===== config.mk =====
export PLATFORM = sky130hd
export DESIGN_NAME = two_level_thread_scheduler
export DESIGN_NICKNAME = d
export VERILOG_FILES = /design/src/rtl/tlts_pkg.sv /design/src/rtl/tlts_queue.sv /design/src/rtl/two_level_thread_scheduler.sv
export VERILOG_INCLUDE_DIRS = /design/src /design/src/rtl
export SDC_FILE = /design/constraint.sdc
export NUM_CORES = 1
export LEC_CHECK = 0
export BUFFER_PORTS_ARGS = -buffer_cell sky130_fd_sc_hd__buf_4
export CORE_ASPECT_RATIO = 0.8
export CORE_UTILIZATION = 55
export DETAILED_ROUTE_END_ITERATION = 16
export PLACE_DENSITY = 0.74
export SYNTH_ARGS = -nofsm -noshare
export SYNTH_HDL_FRONTEND = slang
export SYNTH_SLANG_ARGS = --single-unit
export TNS_END_PERCENT = 20

===== constraint.sdc =====
create_clock -name i_clk -period 3.4 [get_ports i_clk]
set_input_delay 0.17 -clock i_clk [delete_from_list [all_inputs] [get_ports i_clk]]
set_output_delay 0.17 -clock i_clk [all_outputs]
set_load 0.02 [all_outputs]

===== src/rtl/assert_macros.svh =====
// Assertion helpers for the thread scheduler.
`ifndef ASSERT_MACROS_SVH
`define ASSERT_MACROS_SVH
// Check an implication on every clock edge outside reset.
`define CHK_IMPL(label, clk, rst_n, ante, cons, msg) \
    label: assert property (@(posedge clk) disable iff (!rst_n) (ante) |-> (cons)) \
        else $error(msg);
// Check an implication whose consequent must hold in the cycle after the antecedent.
`define CHK_NEXT(label, clk, rst_n, ante, cons, msg) \
    label: assert property (@(posedge clk) disable iff (!rst_n) (ante) |=> (cons)) \
        else $error(msg);
`endif


===== src/rtl/tlts_pkg.sv =====
`timescale 1ns / 1ps
package tlts_pkg;
    localparam int DefSlots   = 16;
    localparam int OpW        = 3;
    localparam int StatusW    = 2;
    localparam int OutSlotW   = 4;
    localparam logic [7:0] QuantumReset = 8'd10;

    typedef enum logic [OpW-1:0] {
        OP_CREATE = 3'd0,
        OP_TICK   = 3'd1,
        OP_READ   = 3'd2,
        OP_DONE   = 3'd3,
        OP_EXIT   = 3'd4
    } t_op;

    localparam logic [StatusW-1:0] ST_OK     = 2'd0;
    localparam logic [StatusW-1:0] ST_NOSLOT = 2'd1;
    localparam logic [StatusW-1:0] ST_FINISH = 2'd2;

    typedef enum logic [1:0] {
        Q_LOW  = 2'd0,
        Q_HIGH = 2'd1,
        Q_WAIT = 2'd2
    } t_qid;
endpackage


===== src/rtl/tlts_queue.sv =====
`timescale 1ns / 1ps
// FIFO of slot numbers in a synchronous memory. The head entry is prefetched
// into a register so a pop is served in the same cycle it is asked for.
module tlts_queue #(
    parameter int SLOTS = 16,
    parameter int SW    = 4
) (
    input  logic          i_clk,
    input  logic          i_rst_n,
    input  logic          i_push,
    input  logic [SW-1:0] i_push_slot,
    input  logic          i_pop,
    output logic [SW-1:0] o_head,
    output logic          o_empty
);
    localparam int CW = $clog2(SLOTS + 1);

    logic [SW-1:0] r_mem [SLOTS];
    logic [SW-1:0] r_head_q, r_tail_q;
    logic [SW-1:0] n_head_q, n_tail_q;
    logic [CW-1:0] r_cnt, n_cnt;
    logic [SW-1:0] r_rd;
    logic          r_fwd;
    logic [SW-1:0] r_fwd_slot;
    logic          do_push;

    assign do_push = i_push && (r_cnt < CW'(SLOTS) || i_pop);
    assign o_empty = (r_cnt == '0);
    assign o_head  = r_fwd ? r_fwd_slot : r_rd;

    always_comb begin
        n_head_q = r_head_q;
        n_tail_q = r_tail_q;
        n_cnt    = r_cnt;
        if (i_pop && !o_empty) begin
            n_head_q = (r_head_q == SW'(SLOTS - 1)) ? '0 : r_head_q + 1'b1;
            n_cnt    = n_cnt - 1'b1;
        end
        if (do_push) begin
            n_tail_q = (r_tail_q == SW'(SLOTS - 1)) ? '0 : r_tail_q + 1'b1;
            n_cnt    = n_cnt + 1'b1;
        end
    end

    always_ff @(posedge i_clk) begin
        if (do_push) r_mem[r_tail_q] <= i_push_slot;
        r_rd <= r_mem[n_head_q];
        // Forward a write landing on the entry that becomes the head.
        r_fwd      <= do_push && (r_tail_q == n_head_q);
        r_fwd_slot <= i_push_slot;
    end

    always_ff @(posedge i_clk) begin
        if (!i_rst_n) begin
            r_head_q <= '0;
            r_tail_q <= '0;
            r_cnt    <= '0;
        end else begin
            r_head_q <= n_head_q;
            r_tail_q <= n_tail_q;
            r_cnt    <= n_cnt;
        end
    end
endmodule


===== src/rtl/two_level_thread_scheduler.sv =====
`timescale 1ns / 1ps
// Channel | valid    | stall    | payload
// in      | i_valid  | o_stall  | i_opcode i_new_priority i_page_cached
// out     | o_valid  | i_stall  | o_running_thread .. o_status
// cfg     | i_cfg_we | -        | i_cfg_data (quantum length in timer ticks)
// The queue heads sit prefetched in registers, so each beat is decided and its
// result registered at the edge it is accepted.
// A new beat is taken whenever the output register is empty or drains.
// Reset (synchronous, active low) leaves slot 0 running and all queues empty.
// An output stall holds the result and stalls the input.
module two_level_thread_scheduler #(
    parameter int THREAD_SLOTS = tlts_pkg::DefSlots
) (
    input  logic                          i_clk,
    input  logic                          i_rst_n,
    input  logic                          i_valid,
    output logic                          o_stall,
    input  logic [tlts_pkg::OpW-1:0]      i_opcode,
    input  logic                          i_new_priority,
    input  logic                          i_page_cached,
    output logic                          o_valid,
    input  logic                          i_stall,
    output logic [tlts_pkg::OutSlotW-1:0] o_running_thread,
    output logic                          o_running_is_idle,
    output logic                          o_switched,
    output logic [tlts_pkg::OutSlotW-1:0] o_created_thread,
    output logic [tlts_pkg::StatusW-1:0]  o_status,
    input  logic                          i_cfg_we,
    input  logic [7:0]                    i_cfg_data
);
    import tlts_pkg::*;
    `include "assert_macros.svh"
    localparam int SW = (THREAD_SLOTS > 1) ? $clog2(THREAD_SLOTS) : 1;

    logic [7:0] r_quantum;
    logic [THREAD_SLOTS-1:0] r_used, n_used, r_prio, n_prio;
    logic [SW-1:0] r_cur, n_cur;
    logic r_idle, n_idle, r_done, n_done;
    logic [7:0] r_ticks, n_ticks;

    logic [2:0] push, pop;
    logic [SW-1:0] push_slot [3];
    logic [SW-1:0] head [3];
    logic [2:0] empty;

    for (genvar q = 0; q < 3; q++) begin : g_q
        tlts_queue #(.SLOTS(THREAD_SLOTS), .SW(SW)) u_q (
            .i_clk, .i_rst_n,
            .i_push(push[q]), .i_push_slot(push_slot[q]),
            .i_pop(pop[q]), .o_head(head[q]), .o_empty(empty[q])
        );
    end

    logic accept, run_low, free_found;
    logic [SW-1:0] free_slot;
    logic [7:0] qload;
    logic [SW-1:0] rdy;
    logic [StatusW-1:0] status;
    logic [SW-1:0] created;
    // queue occupancy as it stands before this beat
    logic hi_avail, lo_avail, wt_avail;

    assign o_stall = o_valid && i_stall;
    assign accept  = i_valid && !o_stall;
    assign run_low = !r_idle && !r_prio[r_cur];
    assign qload   = (r_quantum == 8'd0) ? 8'd1 : r_quantum;

    always_comb begin
        free_found = 1'b0;
        free_slot  = '0;
        for (int i = THREAD_SLOTS - 1; i >= 0; i--) begin
            if (!r_used[i]) begin
                free_found = 1'b1;
                free_slot  = SW'(i);
            end
        end
    end

    always_comb begin
        n_used = r_used; n_prio = r_prio; n_cur = r_cur; n_idle = r_idle;
        n_done = r_done; n_ticks = r_ticks;
        push = '0; pop = '0;
        push_slot[Q_LOW] = r_cur; push_slot[Q_HIGH] = '0; push_slot[Q_WAIT] = r_cur;
        status = ST_OK; created = '0; rdy = head[Q_WAIT];
        hi_avail = !empty[Q_HIGH]; lo_avail = !empty[Q_LOW]; wt_avail = !empty[Q_WAIT];
        if (r_done) begin
            status = ST_FINISH;
        end else begin
            case (i_opcode)
                OP_CREATE: begin
                    if (!free_found) begin
                        status = ST_NOSLOT;
                    end else begin
                        created = free_slot;
                        n_used[free_slot] = 1'b1;
                        n_prio[free_slot] = i_new_priority;
                        if (run_low && i_new_priority) begin
                            push[Q_LOW] = 1'b1;
                            n_cur = free_slot;
                            n_ticks = qload;
                        end else if (i_new_priority) begin
                            push[Q_HIGH] = 1'b1; push_slot[Q_HIGH] = free_slot;
                        end else begin
                            push[Q_LOW] = 1'b1; push_slot[Q_LOW] = free_slot;
                        end
                    end
                end
                OP_TICK: begin
                    if (run_low) begin
                        if (r_ticks <= 8'd1) begin
                            n_ticks = qload;
                            if (hi_avail) begin
                                push[Q_LOW] = 1'b1; pop[Q_HIGH] = 1'b1; n_cur = head[Q_HIGH];
                            end else if (lo_avail) begin
                                push[Q_LOW] = 1'b1; pop[Q_LOW] = 1'b1; n_cur = head[Q_LOW];
                            end
                        end else begin
                            n_ticks = r_ticks - 1'b1;
                        end
                    end
                end
                OP_READ: begin
                    if (!r_idle && !i_page_cached) begin
                        push[Q_WAIT] = 1'b1;
                        n_ticks = qload;
                        if (hi_avail) begin
                            pop[Q_HIGH] = 1'b1; n_cur = head[Q_HIGH];
                        end else if (lo_avail) begin
                            pop[Q_LOW] = 1'b1; n_cur = head[Q_LOW];
                        end else begin
                            n_idle = 1'b1;
                        end
                    end
                end
                OP_DONE: begin
                    if (wt_avail) begin
                        pop[Q_WAIT] = 1'b1;
                        if (r_prio[rdy] && run_low) begin
                            push[Q_LOW] = 1'b1;
                            n_cur = rdy; n_ticks = qload;
                        end else if (r_idle) begin
                            // Queue the woken thread, then pick high first, then low.
                            n_idle = 1'b0; n_ticks = qload;
                            if (hi_avail) begin
                                pop[Q_HIGH] = 1'b1; n_cur = head[Q_HIGH];
                                if (r_prio[rdy]) begin
                                    push[Q_HIGH] = 1'b1; push_slot[Q_HIGH] = rdy;
                                end else begin
                                    push[Q_LOW] = 1'b1; push_slot[Q_LOW] = rdy;
                                end
                            end else if (!r_prio[rdy] && lo_avail) begin
                                pop[Q_LOW] = 1'b1; n_cur = head[Q_LOW];
                                push[Q_LOW] = 1'b1; push_slot[Q_LOW] = rdy;
                            end else begin
                                n_cur = rdy;
                            end
                        end else if (r_prio[rdy]) begin
                            push[Q_HIGH] = 1'b1; push_slot[Q_HIGH] = rdy;
                        end else begin
                            push[Q_LOW] = 1'b1; push_slot[Q_LOW] = rdy;
                        end
                    end
                end
                OP_EXIT: begin
                    if (!r_idle) begin
                        n_used[r_cur] = 1'b0;
                        n_ticks = qload;
                        if (hi_avail) begin
                            pop[Q_HIGH] = 1'b1; n_cur = head[Q_HIGH];
                        end else if (lo_avail) begin
                            pop[Q_LOW] = 1'b1; n_cur = head[Q_LOW];
                        end else if (wt_avail) begin
                            n_idle = 1'b1;
                        end else begin
                            n_ticks = r_ticks;
                            n_done = 1'b1; status = ST_FINISH;
                        end
                    end
                end
                default: ;
            endcase
        end
        if (!accept) begin
            push = '0; pop = '0;
        end
    end

    always_ff @(posedge i_clk) begin
        if (!i_rst_n) begin
            r_quantum <= QuantumReset;
            r_used <= THREAD_SLOTS'(1);
            r_prio <= '0;
            r_cur <= '0; r_idle <= 1'b0; r_done <= 1'b0;
            r_ticks <= QuantumReset;
            o_valid <= 1'b0;
        end else begin
            if (i_cfg_we) r_quantum <= i_cfg_data;
            if (accept) begin
                r_used <= n_used; r_prio <= n_prio; r_cur <= n_cur;
                r_idle <= n_idle; r_done <= n_done; r_ticks <= n_ticks;
                o_valid <= 1'b1;
            end else if (!i_stall) begin
                o_valid <= 1'b0;
            end
        end
    end

    always_ff @(posedge i_clk) begin
        if (accept) begin
            o_running_thread  <= (n_done || n_idle) ? '0 : OutSlotW'(n_cur);
            o_running_is_idle <= n_idle && !n_done;
            o_switched        <= !n_done && ((n_idle != r_idle) ||
                                 (!n_idle && n_cur != r_cur) ||
                                 (i_opcode == OP_EXIT && !r_idle));
            o_created_thread  <= n_done ? '0 : OutSlotW'(created);
            o_status          <= status;
        end
    end

    `CHK_IMPL(a_no_idle_done, i_clk, i_rst_n, r_done, !r_idle, "idle while finished")
    `CHK_IMPL(a_slot_used, i_clk, i_rst_n, !r_idle && !r_done, r_used[r_cur], "running slot free")
    `CHK_NEXT(a_hold, i_clk, i_rst_n, o_valid && i_stall, o_valid, "result dropped")
endmodule


After elaboration in Yosys (flattened, before gate mapping). Memories as Yosys holds them, arrays and structs flattened. A register that Yosys moved wholly into a read port is not among the register bits. Cells that the tools add are included.

Bits in registers: 121. Memory bits (writable): 192. Input bits: 18. Output and inout bits: 14. Word-level logic and storage cells: 306. Memories: 3.

Add/subtract/negate cells: 13. Order comparisons: 9. Eq/ne operators: 24. Multiplexer cells: 174. Bitwise gates (word level): 6. Reductions and logical operators: 49.

Memories: g_q[0].u_q.r_mem (depth 16, width 4, read ports 1, clocked after Yosys merged registers in 1, write ports 1, RTL line tlts_queue.sv:18) `logic [SW-1:0] r_mem [SLOTS];`; g_q[1].u_q.r_mem (depth 16, width 4, read ports 1, clocked after Yosys merged registers in 1, write ports 1, RTL line tlts_queue.sv:18); g_q[2].u_q.r_mem (depth 16, width 4, read ports 1, clocked after Yosys merged registers in 1, write ports 1, RTL line tlts_queue.sv:18).

Operator list (number): $mux W4 (49); $mux W8 (19); $mux W1 (66); $pmux W8 S5 (1); $mux W16 (2); $pmux W16 S2 (1); $mux W5 (6); $mux W2 (13); $add A4 B1 Y4 const B (6); $eq A4 B4 Y1 const B (6); $logic_and A1 B1 Y1 (22); $pmux W4 S5 (1); $and A16 B16 Y16 (1); $bwmux W16 (1); $not A16 Y16 (1); $or A16 B16 Y16 (1); $pmux W8 S2 (1); $add A5 B1 Y5 const B (3); $logic_not A5 Y1 (3); $lt A4 B5 Y1 const B (3); $lt A5 B5 Y1 const B (3); $mux W3 (5); $sub A5 B1 Y5 const B (3); $eq A4 B4 Y1 (3); 29 further kinds (55).

Logic depth before layout (Yosys ltp).
Depth after elaboration: 25. Depth in mapped cells: 14. Depth with buffers taken out: 13.

By module. A second synthesis with hierarchy kept.

Cell total of the unflattened synthesis: 1691. Area, all modules: 17284.1 µm².

Modules (own cells, without submodules): tlts_queue at g_q[1].u_q ... (times used 2, cells each 380, area each 4311.6 µm², seq. area each 2362.3 µm²); two_level_thread_scheduler (times used 1, cells each 578, area each 4476.8 µm², seq. area each 1461.4 µm²); tlts_queue at g_q[0].u_q (times used 1, cells each 353, area each 4184.0 µm², seq. area each 2362.3 µm²).

Worst setup path before layout. No wires, ideal clock.

Path type: register to register. Start point: register r_cur[1]. End point: memory g_q[0].u_q.r_mem[0][0], enable pin. Library setup time: 0.361 ns. Data arrival time: 3.185 ns. Data required time: 3.039 ns. Setup slack: -0.146 ns. Stages on the path, launching flop included: 13. Path buffers: 3. Period minus slack after synthesis: 3.546 ns. Path through: dfxtp_1 buf_6 mux2_2 a221oi_2 and4_4 o21a_4 o31a_2 buf_6 nand2_4 a221oi_4 buf_6 nand2_1 nor3_1.

Word-level cells in the longest chain between the ends: 14. Elaborated cells between the ends (all ways): 24. Those cells by class: mux (18); reduce/logical (6).

Ends and longest elaborated chain: from (decl) (RTL line two_level_thread_scheduler.sv:37) `logic [SW-1:0] r_cur, n_cur;`; from (signal assigned) (RTL line two_level_thread_scheduler.sv:199) `r_used <= n_used; r_prio <= n_prio; r_cur <= n_cur;`; $bmux W1 S4 (*) (RTL line two_level_thread_scheduler.sv:65) `assign run_low = !r_idle && !r_prio[r_cur];`; $mux W1 (implied by the code) (*) (RTL line two_level_thread_scheduler.sv:65); $logic_not A1 Y1 (*) (RTL line two_level_thread_scheduler.sv:65); $logic_and A1 B1 Y1 (*) (RTL line two_level_thread_scheduler.sv:65); $logic_and A1 B1 Y1 (RTL line two_level_thread_scheduler.sv:138) `if (r_prio[rdy] && run_low) begin`; $mux W2 (RTL line two_level_thread_scheduler.sv:138); $mux W3 (RTL line two_level_thread_scheduler.sv:136) `if (wt_avail) begin`; $pmux W2 S4 (RTL line two_level_thread_scheduler.sv:89) `case (i_opcode)`; $mux W3 (RTL line two_level_thread_scheduler.sv:86) `if (r_done) begin`; $mux W3 (RTL line two_level_thread_scheduler.sv:183) `if (!accept) begin`; $logic_or A1 B1 Y1 (RTL line tlts_queue.sv:27) `assign do_push = i_push && (r_cnt < CW'(SLOTS) || i_pop);`; $logic_and A1 B1 Y1 (*) (RTL line tlts_queue.sv:27); $mux W1 (*) (RTL line tlts_queue.sv:46) `if (do_push) r_mem[r_tail_q] <= i_push_slot;`; $mux W1 (implied by the code) (*) (RTL line tlts_queue.sv:46); to (decl) (RTL line tlts_queue.sv:18).

Every way passes the cells marked *; elsewhere a longest branch is shown, timed or not. The select of a mux whose other input is x is not followed.

Worst setup path after layout.
Start point: register r_cur[1]. End point: register g_q[0].u_q.r_rd[3] (read register of g_q[0].u_q.r_mem).

Word-level cells in the longest chain between the ends: 12. Elaborated cells between the ends (all ways): 13. Those cells by class: mux (9); reduce/logical (4).

Ends and longest elaborated chain: $bmux W1 S4 (*) (RTL line two_level_thread_scheduler.sv:65); $mux W1 (implied by the code) (*) (RTL line two_level_thread_scheduler.sv:65); $logic_not A1 Y1 (*) (RTL line two_level_thread_scheduler.sv:65); $logic_and A1 B1 Y1 (*) (RTL line two_level_thread_scheduler.sv:65); $logic_and A1 B1 Y1 (RTL line two_level_thread_scheduler.sv:138); $mux W2 (RTL line two_level_thread_scheduler.sv:138); $mux W3 (RTL line two_level_thread_scheduler.sv:136); $pmux W2 S4 (*) (RTL line two_level_thread_scheduler.sv:89); $mux W3 (*) (RTL line two_level_thread_scheduler.sv:86); $mux W3 (*) (RTL line two_level_thread_scheduler.sv:183); $logic_and A1 B1 Y1 (*) (RTL line tlts_queue.sv:35) `if (i_pop && !o_empty) begin`; $mux W4 (*) (RTL line tlts_queue.sv:35); to (decl) (RTL line tlts_queue.sv:22) `logic [SW-1:0] r_rd;`.

Marks and branches as above. A chain may end at the register's enable or synchronous reset.

==> out/metrics.cfg <==
[run_status]
outcome=completed

[placed_design]
place_inst=1982
place_congestion=1.03
place.port_buffers=31
dp_hpwl_um=28900

[synthesis]
synthFlopType=edfxtp_1
async_reset_ff_frac=0
synth_edf_count=204
yosysSeqAreaShare=0.524
yosysUniqueCellTypes=91
synth-seq-cells=325
synth_area_per_cell_um2=10.4
syn_nets=1614
syn_inst=1573
synth_area_um2=16300
yosys_warnings=0

[clocking]
cts_sinks=325
clk_pin_slew_ps=70
cts_tree=yes
root_buffer=clkbuf_16
clockBufferDepth=3
clk_latency_ps=580
cts_made_buffers=31
cts_htree_levels=1

[global_route]
grt_pass1_vias=11800
grt_pass1_wl_um=65300
grt_overflow=0
grt_max_degree=68
grt_util_all_layers=0.274
antenna_found_initial=0

[sta]
period_needed_ps=3280
setup_viol=0
period_share=0.964
worstMarginPinSlew_ps=948
rsz0062_at_grt=yes
slew_violations=0
tns_ps=0
finClkSkew_ps=15.4
fmax_mhz=305
finalHoldViolCount=0
relSlewSlack=0.361
holdWs_ps=150

[detailed_routing]
antenna_left=0
vias=12700
first_pass_iters=8
drcViolationCount=0
drtIter0Drc=1337
viasPerCell=6.16
wl_per_cell_um=20.2
wl_um=41700

[worst_setup_path]
critPathLaunchType=register
cp-end-kind=register
slowest_stage=dfxtp_4
arrival_ps=3780
crit_family=multiplexers
critical_path_class=reg -> reg
crit_top_cell=mux2i_1
crit_fanout=18
crit_chain=buf_4 -> mux2_2 -> a221oi_4 -> nand3_2 -> buf_12 -> o21ai_2 -> buf_4 -> o31ai_4 -> nor2_4 -> mux2i_2 -> buf_12 -> mux2i_1 -> mux2i_1 -> mux2i_1
crit_buf_inv=4
critPathRequiredTime_ps=3900
cpPeakStageDelay_ps=390

[finish]
num-fill-cells=2210
n_antenna_cell=0
drive_above_1_share=0.155
syn_to_final_growth_pct=14.9
layout.nets=1702
final_common_cell=edfxtp_1
mostFrequentLayoutCells=edfxtp_1 (204), nand2_1 (200), nor2_1 (176)
stdcell_count=2062

[run]
max_cap_viol_count=0

[min_path]
hold_class=in -> reg

[pwr]
ir_drop_uv=430
power.density_nw_per_um2=439
p_leak_nw=6.76

[floorplan]
rows=56
io_pins=32
design.die.area_um2=30400
core-area_um2=29200
start_util=0.559
die_w_um=195
die_y_um=156

## state kept, by name (all words and copies together) (netlist names), 2 cells and up
name,count
o_status,2
g_q.u_q.r_fwd,3
g_q.u_q.r_cnt,15
g_q.u_q.r_fwd_slot,12
r_cur,4
r_ticks,8
o_created_thread,4
g_q.u_q.r_rd,12
g_q.u_q.r_head_q,12
r_quantum,8
r_prio,16
r_used,16
o_running_thread,4
g_q.u_q.r_mem,192
g_q.u_q.r_tail_q,12
## cells in the mapped netlist, types with 4 or more instances
cell	count	area, um2
buf_6	5	56.3
a22oi_1	29	218
buf_1	6	22.5
nand2b_1	81	507
nor3b_1	5	37.5
nor3_1	33	165
o22ai_1	4	25.0
o21ai_0	55	275
and2_1	11	68.8
nor2b_1	9	56.3
dfxtp_1	121	2420
ha_1	23	288
o211ai_1	11	82.6
nand2_1	203	762
xnor2_1	24	210
and4_1	4	35.0
nand3_1	34	170
a211oi_1	42	315
edfxtp_1	204	6130
or2_2	5	31.3
nand4_1	17	106
mux4_2	23	518
a311oi_1	18	158
o31ai_1	7	52.6
and3_1	5	31.3
a31oi_1	11	68.8
or3_1	7	43.8
a21oi_1	84	420
nor2_1	186	698
o21ai_1	5	25.0
mux2i_1	75	751
clkbuf_1	64	240
nor4_1	7	43.8
xor2_1	15	131
buf_2	10	50.1
a32oi_1	12	105
o21a_1	6	45.0
nor4b_1	4	35.0
a21o_1	8	60.1
inv_1	28	105
## per-layer routing
layer	wire length, um	GRT usage	share of wire
met3	3590	0.0489	0.086
met5	0	0	0
met1	18900	0.402	0.45
met2	18500	0.421	0.44
met4	757	0.0624	0.018
## through the flow
stage	util	power (mW)	area, um2	setup WS [ps]
6_report	0.642	8.23	18800	124
5_1_grt	0.642	8.46	18800	-38.2
4_1_cts	0.638	8.25	18600	13.0
3_5_place_dp	0.596	4.82	17400	3.86
3_3_place_gp	0.596	4.82	17400	24.9
2_1_floorplan	-	4.62	16300	-68.8
## worst min-delay path, stage by stage
cell and delay [ps]:
buf_4 90, buf_4 180, nor4_1 100
## timing repair
| item | 4_1_cts | 5_1_grt |
|---|---|---|
| hold buffers | 22 | 0 |
| hold endpoints to repair | 21 | 0 |
| pin swaps | 0 | 4 |
| setup buffers | 0 | 1 |
| gates resized for setup | 1 | 29 |
| cloned | 0 | 0 |
| endpoints found under the setup margin | 4 | 80 |
## power breakdown
group / switching (mW) / leakage (nW) / internal (mW) / total, mW
Sequential: 0.0333 / 2.84 / 4.23 / 4.26
Combinational: 0.332 / 3.42 / 0.190 / 0.521
Clock: 1.47 / 0.503 / 1.98 / 3.45
Total: 1.84 / 6.76 / 6.39 / 8.23
## path summary, 6_finish.rpt
kind | startpoint | end | slack, ps | cells past startpoint
worst max-delay path | r_cur[1] | g_q[0].u_q.r_rd[3] | 120 | 14
worst min-delay path | i_opcode[2] | o_status[0] | 150 | 3
worst max register to register | r_cur[1] | g_q[0].u_q.r_rd[3] | 120 | 14
worst min register to register | g_q[2].u_q.r_cnt[4] | g_q[2].u_q.r_cnt[4] | 480 | 2
## final cells by class
cell class                      instances  area (um2)  share of cell area
Clock inverter                          7        66.3             0.00353
Inverter                               30         113             0.00600
Tap cell                              377         472              0.0251
Timing Repair Buffer                  143        1210              0.0644
Clock buffer                           50         948              0.0506
Multi-Input combinational cell       1130        7400               0.395
Sequential cell                       325        8550               0.456
## kinds of logic after synthesis
kind of cell    synth area share
buf+inv                   0.0309
flops                      0.524
compound gates             0.139
fa+ha+maj                 0.0176
xor+xnor                  0.0226
mux                       0.0831
simple gates               0.183
Note: power is estimated with default switching activity, not from simulation.
